<file path="src/hdl/psfc_pkg.sv">
// Package with shared constants and types for the PCM sample format converter.
`default_nettype none
package psfc_pkg;
   localparam int SampleWidth = 32;
   localparam int ModeWidth   = 3;

   typedef logic [SampleWidth-1:0] sample_type;
   typedef logic [ModeWidth-1:0]   mode_type;

   localparam mode_type MODE_I16_TO_F = 3'd0;
   localparam mode_type MODE_I24_TO_F = 3'd1;
   localparam mode_type MODE_I32_TO_F = 3'd2;
   localparam mode_type MODE_F_TO_I16 = 3'd3;
   localparam mode_type MODE_F_TO_I32 = 3'd4;

   // Gains as integers: 32767 and 2^31 - 1.
   localparam logic [30:0] GainI16 = 31'd32767;
   localparam logic [30:0] GainI32 = 31'h7FFF_FFFF;

   typedef struct packed {
      logic       last;
      mode_type   mode;
   } ctl_type;
endpackage
`default_nettype wire

</file>
<file path="src/hdl/psfc_stream_if.sv">
// Valid/ready stream interface carrying one sample and a last flag.
`default_nettype none
interface psfc_stream_if;
   logic        valid;
   logic        ready;
   logic [31:0] sample;
   logic        last;
   modport source (output valid, output sample, output last, input ready);
   modport sink (input valid, input sample, input last, output ready);
endinterface
`default_nettype wire

</file>
<file path="src/hdl/pcm_sample_format_converter.sv">
// Top level of the PCM sample format converter.
//
//   channel | direction | contents
//   req     | in        | sample (32), last (1), valid/ready
//   rsp     | out       | sample (32), last (1), valid/ready
//   csr     | in        | csr_write_enable, csr_write_data (3-bit mode)
//
// Transactions pass through the stages decode, normalize or multiply, round,
// and truncate and select; one transaction is accepted per cycle unless the
// output stalls. Reset is synchronous and clears the valid bits and the
// mode register to int16-to-float. The whole pipeline holds when the output
// stage is full and not taken, so a stall loses and repeats nothing.
`default_nettype none
module pcm_sample_format_converter (
   input  wire logic                 clock,
   input  wire logic                 reset,
   psfc_stream_if.sink               req,
   psfc_stream_if.source             rsp,
   input  wire logic                 csr_write_enable,
   input  wire psfc_pkg::mode_type   csr_write_data
);
   import psfc_pkg::*;

   mode_type mode_ff;
   logic     advance;
   ctl_type  in_ctl;
   ctl_type  out_ctl;

   always_ff @(posedge clock) begin
      if (reset) mode_ff <= MODE_I16_TO_F;
      else if (csr_write_enable) mode_ff <= csr_write_data;
   end

   // The pipeline moves when its last stage is empty or being taken.
   assign advance = !rsp.valid || rsp.ready;
   assign req.ready = advance;
   assign in_ctl = '{last: req.last, mode: mode_ff};

   psfc_pipe u_pipe (
      .clock      (clock),
      .reset      (reset),
      .advance    (advance),
      .in_valid   (req.valid),
      .in_sample  (req.sample),
      .in_ctl     (in_ctl),
      .out_valid  (rsp.valid),
      .out_sample (rsp.sample),
      .out_ctl    (out_ctl)
   );
   assign rsp.last = out_ctl.last;
endmodule
`default_nettype wire

</file>
<file path="src/hdl/psfc_pipe.sv">
// Four-stage conversion pipeline between integer PCM and single-precision float.
`default_nettype none
module psfc_pipe (
   input  wire logic                clock,
   input  wire logic                reset,
   input  wire logic                advance,
   input  wire logic                in_valid,
   input  wire psfc_pkg::sample_type in_sample,
   input  wire psfc_pkg::ctl_type   in_ctl,
   output logic                     out_valid,
   output psfc_pkg::sample_type     out_sample,
   output psfc_pkg::ctl_type        out_ctl
);
   import psfc_pkg::*;

   // Stage 1: decode. Integer paths produce sign/magnitude and an exponent bias;
   // float paths produce clamped mantissa, exponent and a zero flag.
   logic        v1_ff;
   ctl_type     c1_ff;
   logic        s1_sign_ff;
   logic [31:0] s1_mag_ff;      // integer magnitude (int to float)
   logic [7:0]  s1_bias_ff;     // exponent of bit 0 for int to float
   logic [23:0] s1_man_ff;      // float mantissa with hidden bit
   logic [7:0]  s1_exp_ff;      // float exponent (clamped)
   logic        s1_zero_ff;     // float result forced to zero (NaN or tiny)

   logic        s1_sign_in;
   logic [31:0] s1_mag_in;
   logic [7:0]  s1_bias_in;
   logic [23:0] s1_man_in;
   logic [7:0]  s1_exp_in;
   logic        s1_zero_in;
   logic [31:0] ival;

   always_comb begin
      ival = 32'd0;
      s1_bias_in = 8'd0;
      case (in_ctl.mode)
         MODE_I16_TO_F: begin
            ival = {{16{in_sample[15]}}, in_sample[15:0]};
            s1_bias_in = 8'd112; // 127 - 15
         end
         MODE_I24_TO_F: begin
            ival = {{8{in_sample[23]}}, in_sample[23:0]};
            s1_bias_in = 8'd104; // 127 - 23
         end
         MODE_I32_TO_F: begin
            ival = in_sample;
            s1_bias_in = 8'd96;  // 127 - 31
         end
         default: begin
            ival = 32'd0;
            s1_bias_in = 8'd0;
         end
      endcase
      s1_mag_in = ival[31] ? (~ival + 32'd1) : ival;
      // Float decode. Subnormals and zero truncate to zero; NaN gives zero.
      s1_sign_in = (in_ctl.mode == MODE_F_TO_I16 || in_ctl.mode == MODE_F_TO_I32)
                   ? in_sample[31] : ival[31];
      s1_zero_in = (in_sample[30:23] == 8'd0) ||
                   ((in_sample[30:23] == 8'hFF) && (in_sample[22:0] != 23'd0));
      if (in_sample[30:23] >= 8'd127) begin
         s1_man_in = 24'h800000;
         s1_exp_in = 8'd127;
      end else begin
         s1_man_in = {1'b1, in_sample[22:0]};
         s1_exp_in = in_sample[30:23];
      end
   end

   always_ff @(posedge clock) begin
      if (reset) v1_ff <= 1'b0;
      else if (advance) v1_ff <= in_valid;
      if (advance) begin
         c1_ff <= in_ctl; s1_sign_ff <= s1_sign_in; s1_mag_ff <= s1_mag_in;
         s1_bias_ff <= s1_bias_in; s1_man_ff <= s1_man_in; s1_exp_ff <= s1_exp_in;
         s1_zero_ff <= s1_zero_in;
      end
   end

   // Stage 2: int path normalizes (leading-one count); float path multiplies.
   logic        v2_ff;
   ctl_type     c2_ff;
   logic        s2_sign_ff;
   logic [31:0] s2_norm_ff;
   logic [7:0]  s2_exp_ff;
   logic        s2_nz_ff;
   logic [54:0] s2_prod_ff;
   logic [7:0]  s2_fexp_ff;
   logic        s2_fzero_ff;

   logic [4:0]  lz;
   logic [31:0] norm_in;
   logic [30:0] gain;
   logic [54:0] prod_in;

   always_comb begin
      lz = 5'd0;
      for (int i = 0; i < 32; i++) begin
         if (s1_mag_ff[i]) lz = 5'(31 - i);
      end
      norm_in = s1_mag_ff << lz;
      // The int16 gain is placed 16 bits up so that both products have their
      // leading one at bit 53 or 54; the stage 3 exponent takes the 16 back.
      gain = (c1_ff.mode == MODE_F_TO_I32) ? GainI32 : {GainI16[14:0], 16'd0};
      prod_in = 55'(s1_man_ff) * 55'(gain);
   end

   always_ff @(posedge clock) begin
      if (reset) v2_ff <= 1'b0;
      else if (advance) v2_ff <= v1_ff;
      if (advance) begin
         c2_ff <= c1_ff; s2_sign_ff <= s1_sign_ff; s2_norm_ff <= norm_in;
         s2_exp_ff <= s1_bias_ff + 8'(31 - 32'(lz));
         s2_nz_ff <= (s1_mag_ff != 32'd0);
         s2_prod_ff <= prod_in; s2_fexp_ff <= s1_exp_ff; s2_fzero_ff <= s1_zero_ff;
      end
   end

   // Stage 3: round to single precision (nearest even).
   // Int path: 32-bit normalized value to 24 bits. Float path: 55-bit product
   // normalized to a 24-bit mantissa, with exponent adjusted.
   logic        v3_ff;
   ctl_type     c3_ff;
   logic        s3_sign_ff;
   logic [31:0] s3_fbits_ff;
   logic [24:0] s3_pman_ff;   // rounded product mantissa, may carry
   logic [8:0]  s3_pexp_ff;   // weight exponent of mantissa LSB, biased offset
   logic        s3_fzero_ff;

   logic [24:0] ir;
   logic        ig, ist;
   logic [7:0]  iexp;
   logic        ptop;
   logic [23:0] pm;
   logic        pg, pst;
   logic [24:0] pr;

   always_comb begin
      ig  = s2_norm_ff[7];
      ist = |s2_norm_ff[6:0];
      ir  = {1'b0, s2_norm_ff[31:8]} + 25'(ig && (ist || s2_norm_ff[8]));
      iexp = s2_exp_ff + 8'(ir[24]);
      // Product man (2^23 scaled) * gain < 2^55 ; top bit 54 or 53.
      ptop = s2_prod_ff[54];
      if (ptop) begin
         pm = s2_prod_ff[54:31]; pg = s2_prod_ff[30]; pst = |s2_prod_ff[29:0];
      end else begin
         pm = s2_prod_ff[53:30]; pg = s2_prod_ff[29]; pst = |s2_prod_ff[28:0];
      end
      pr = {1'b0, pm} + 25'(pg && (pst || pm[0]));
   end

   always_ff @(posedge clock) begin
      if (reset) v3_ff <= 1'b0;
      else if (advance) v3_ff <= v2_ff;
      if (advance) begin
         c3_ff <= c2_ff; s3_sign_ff <= s2_sign_ff;
         s3_fbits_ff <= s2_nz_ff
            ? {s2_sign_ff, iexp, (ir[24] ? 23'd0 : ir[22:0])} : 32'd0;
         s3_pman_ff <= pr;
         // The rounded mantissa's LSB weighs 2^(fexp - 120 + ptop), less 16 for
         // the int16 gain; the stored value is that exponent plus 136.
         s3_pexp_ff <= 9'(s2_fexp_ff) + 9'(ptop)
                       + ((c2_ff.mode == MODE_F_TO_I32) ? 9'd16 : 9'd0);
         s3_fzero_ff <= s2_fzero_ff;
      end
   end

   // Stage 4: truncate the rounded product toward zero, apply sign and limits, select by mode.
   logic        v4_ff;
   ctl_type     c4_ff;
   sample_type  s4_ff;
   logic [24:0] mn;
   logic [56:0] wide;
   logic [31:0] mag;
   logic [31:0] sres;
   sample_type  res;
   int          sh;

   always_comb begin
      // The integer value is pr * 2^(pexp - 136).
      mn = s3_pman_ff;
      sh = int'(s3_pexp_ff) - 136;
      if (sh >= 32) wide = {57{1'b1}};
      else if (sh >= 0) wide = 57'(mn) << sh[4:0];
      else if (sh > -32) wide = 57'(mn >> 6'(-sh));
      else wide = 57'd0;
      // A magnitude of 2^31 is kept for a negative value and saturates a positive one.
      if (wide >= 57'h8000_0000) mag = s3_sign_ff ? 32'h8000_0000 : 32'h7FFF_FFFF;
      else mag = wide[31:0];
      if (s3_fzero_ff) mag = 32'd0;
      sres = s3_sign_ff ? (~mag + 32'd1) : mag;
      case (c3_ff.mode)
         MODE_I16_TO_F, MODE_I24_TO_F, MODE_I32_TO_F: res = s3_fbits_ff;
         MODE_F_TO_I16: res = {16'd0, sres[15:0]};
         MODE_F_TO_I32: res = sres;
         default: res = 32'd0;
      endcase
   end

   always_ff @(posedge clock) begin
      if (reset) v4_ff <= 1'b0;
      else if (advance) v4_ff <= v3_ff;
      if (advance) begin
         c4_ff <= c3_ff; s4_ff <= res;
      end
   end

   assign out_valid  = v4_ff;
   assign out_sample = s4_ff;
   assign out_ctl    = c4_ff;
endmodule
`default_nettype wire

</file>
<file path="src/flat_wrapper.sv">
// flat-port wrapper written by rule: the top's interface ports become plain ports
module pcm_sample_format_converter_flat import psfc_pkg::*;
  (clock, reset, csr_write_enable, csr_write_data, req_valid, req_sample, req_last, req_ready, rsp_valid, rsp_sample, rsp_last, rsp_ready);
  psfc_stream_if req_i ();
  psfc_stream_if rsp_i ();
  input  wire logic clock;
  input  wire logic reset;
  input  wire logic csr_write_enable;
  input  wire psfc_pkg::mode_type csr_write_data;
  input wire logic [$bits(req_i.valid)-1:0] req_valid;
  input wire logic [$bits(req_i.sample)-1:0] req_sample;
  input wire logic [$bits(req_i.last)-1:0] req_last;
  output wire logic [$bits(req_i.ready)-1:0] req_ready;
  output wire logic [$bits(rsp_i.valid)-1:0] rsp_valid;
  output wire logic [$bits(rsp_i.sample)-1:0] rsp_sample;
  output wire logic [$bits(rsp_i.last)-1:0] rsp_last;
  input wire logic [$bits(rsp_i.ready)-1:0] rsp_ready;
  assign req_i.valid = req_valid;
  assign req_i.sample = req_sample;
  assign req_i.last = req_last;
  assign req_ready = req_i.ready;
  assign rsp_valid = rsp_i.valid;
  assign rsp_sample = rsp_i.sample;
  assign rsp_last = rsp_i.last;
  assign rsp_i.ready = rsp_ready;
  pcm_sample_format_converter u_core (.clock(clock), .reset(reset), .req(req_i), .rsp(rsp_i), .csr_write_enable(csr_write_enable), .csr_write_data(csr_write_data));
endmodule
</file>
<file path="config.mk">
export PLATFORM = sky130hd
export DESIGN_NAME = pcm_sample_format_converter_flat
export DESIGN_NICKNAME = d
export VERILOG_FILES = /design/src/hdl/psfc_pkg.sv /design/src/hdl/psfc_stream_if.sv /design/src/hdl/pcm_sample_format_converter.sv /design/src/hdl/psfc_pipe.sv /design/src/flat_wrapper.sv
export SDC_FILE = /design/constraint.sdc
export NUM_CORES = 2
export LEC_CHECK = 0
export BUFFER_PORTS_ARGS = -buffer_cell sky130_fd_sc_hd__buf_2
export CAP_MARGIN = 20
export CORE_AREA = 2 2 225 227
export DETAILED_ROUTE_END_ITERATION = 8
export DIE_AREA = 0 0 227 229
export GPL_ROUTABILITY_DRIVEN = 0
export GPL_TIMING_DRIVEN = 1
export PLACE_DENSITY = 0.82
export SLEW_MARGIN = 20
export SYNTH_ARGS = -nofsm -noshare
export SYNTH_HDL_FRONTEND = slang
export SYNTH_HIERARCHICAL = 1
export SYNTH_SLANG_ARGS = --single-unit
export TNS_END_PERCENT = 10
</file>
<file path="constraint.sdc">
create_clock -name clock -period 11.08 [get_ports clock]
set_input_delay 0.554 -clock clock [delete_from_list [all_inputs] [get_ports clock]]
set_output_delay 0.554 -clock clock [all_outputs]
set_load 0.01 [all_outputs]
</file>
==> results.py <==
metrics = {
    "outcome": {
        "status": "complete, no violations",
    },
    "global_routing": {
        "grtUsageMet3_pct": 6.52,
        "track_usage_pct": 32.1,
        "grt_pass1_vias": 24600,
        "busiest_layer": "met2",
        "grt_max_degree": 166,
        "antenna_found_initial": 4,
        "use_met2_pct": 49.8,
        "use_met1_pct": 43.2,
        "overflow": 0,
        "grt_pass1_wl_mm": 132,
    },
    "timing": {
        "max-slew-margin-rel_pct": 20.2,
        "fin_crit_ns": 9.18,
        "rsz0062_at_grt": "false",
        "setup-violations-final": 0,
        "timing.fmax_mhz": 109,
        "fin_skew_ns": 0.0326,
        "drv_slew": 0,
        "final_hold_viol_count": 0,
        "worst_slew_pin_slew_ns": 1.20,
        "tns_ns": 0,
        "post-route-period-util_pct": 82.8,
    },
    "cts": {
        "clock_path_buffers": 3,
        "htreeDepth": 2,
        "cts_buffers": 34,
        "clk_latency_ns": 0.56,
        "clock_sinks": 294,
        "cts_tree": "built",
        "hold_buffers": 0,
        "clk_pin_slew_ns": 0.06,
        "cts_root_buf": "clkbuf_16",
        "post_cts_buffers": 0,
        "ctsResizeCount": 0,
    },
    "final_layout": {
        "syn_to_final_growth_pct": 6.41,
        "layout.cells.non_filler": 3860,
        "stdcell_area_um2": 33800,
        "fin_nets": 3726,
        "final_common_cell": "inv_1",
        "fin_util_pct": 68.1,
        "final_cell_mix": "inv_1 (469), fa_1 (320), edfxtp_1 (287)",
        "drive_above_1_share_pct": 8.51,
    },
    "run": {
        "drv_cap": 0,
    },
    "detailed_routing": {
        "wirelength_mm": 81.9,
        "drt_iter0_markers": 3393,
        "viasPerCell": 6.41,
        "first_pass_iters": 9,
        "vias": 24700,
        "drt-wirelength-per-cell_um": 21.2,
        "antenna_left": 0,
        "drc": 0,
    },
    "worst_setup_path": {
        "cp-end-kind": "register",
        "cp-startpoint": "u_core/u_pipe/c1_ff[1]",
        "cp_data_required_time_ns": 11.35,
        "path_class": "reg -> reg",
        "r2r_slack_ns": 1.90,
        "crit_arrival_ns": 9.45,
        "r2r_start": "u_core/u_pipe/c1_ff[1]",
        "start_kind": "register",
        "crit_fanout": 20,
    },
    "placement": {
        "port_buffers": 75,
        "placed_cell_area_um2": 32600,
        "dp.cells": 3793,
        "dp_hpwl_mm": 63.7,
    },
    "yosys": {
        "synth_cells": 3150,
        "syn_area_um2": 31800,
        "avgSynthCellArea_um2": 10.1,
        "syn_nets": 3718,
        "yosysWarnings": 6,
    },
    "floorplanning": {
        "core_area_um2": 49700,
        "fp.dieH_um": 229,
        "dieArea_um2": 52000,
        "initial_core_util_pct": 64.0,
        "rows": 82,
        "die_w_um": 227,
        "io_pins": 76,
    },
    "hold_path": {
        "worstHoldStart": "req_last",
        "hp-class": "in -> reg",
    },
}
==> registers in the layout, summed over array words and instances (netlist names), 4 cells and up <==
register,cells
u_core/u_pipe/s2_norm_ff,32
u_core/u_pipe/c3_ff,4
u_core/u_pipe/s2_prod_ff,55
u_core/u_pipe/s2_fexp_ff,8
u_core/u_pipe/s1_mag_ff,32
u_core/u_pipe/out_sample,32
u_core/u_pipe/c1_ff,4
u_core/u_pipe/s1_exp_ff,8
u_core/u_pipe/s3_fbits_ff,32
u_core/u_pipe/s1_man_ff,23
u_core/u_pipe/s2_exp_ff,8
u_core/u_pipe/s3_pexp_ff,9
u_core/u_pipe/c2_ff,4
u_core/u_pipe/mn,25
==> cell type report <==
class	instances	area [um^2]
Timing Repair Buffer	92	513
Sequential cell	294	8760
Clock inverter	22	288
Inverter	474	1780
Clock buffer	40	883
Fill cell	3565	15800
Tap cell	672	841
Multi-Input combinational cell	2262	20700
Antenna cell	4	10.0
==> layer usage <==
metal / wire (um) / vias to the layer above
met5: 0 / -
li1: - / 11000
met3: 8370 / 343
met1: 31500 / 11800
met2: 37300 / 1593
met4: 4740 / 0
==> critical path: stages (launching register included) <==
cell and delay, ns:
edfxtp_1 0.39, nor3b_2 0.20, buf_4 0.26, inv_1 0.19, nor2_1 0.33, fa_1 0.53
inv_1 0.23, fa_1 0.53, inv_1 0.29, fa_1 0.46, ha_1 0.21, inv_1 0.07
fa_1 0.42, inv_1 0.10, fa_1 0.45, fa_1 0.49, ha_1 0.36, a21o_1 0.22
a2111oi_0 0.72, o21a_1 0.25, or2_2 0.14, o21ai_0 0.21, a32oi_1 0.29, a31oi_1 0.21
or4b_2 0.65, a31o_2 0.27, a211oi_1 0.27, xnor2_1 0.12
==> through the flow <==
step | hold slack (ns) | setup WS (ns)
floorplan | 0.400 | 2.65
global placement | 0.402 | 2.48
detailed placement | 0.406 | 2.14
CTS | 0.168 | 2.06
global route | 0.174 | 1.45
finish | 0.183 | 1.90
==> worst paths after layout <==
kind	end	cells after the start
worst max register to register	u_core/u_pipe/s2_prod_ff[54]	27
worst max-delay path	u_core/u_pipe/s2_prod_ff[54]	27
worst min-delay path	u_core/u_pipe/c1_ff[3]	1
worst min register to register	u_core/u_pipe/s2_fexp_ff[3]	0
Power is not shown: default switching activity piles up to over one toggle a cycle in this logic, so the estimate is an artifact.
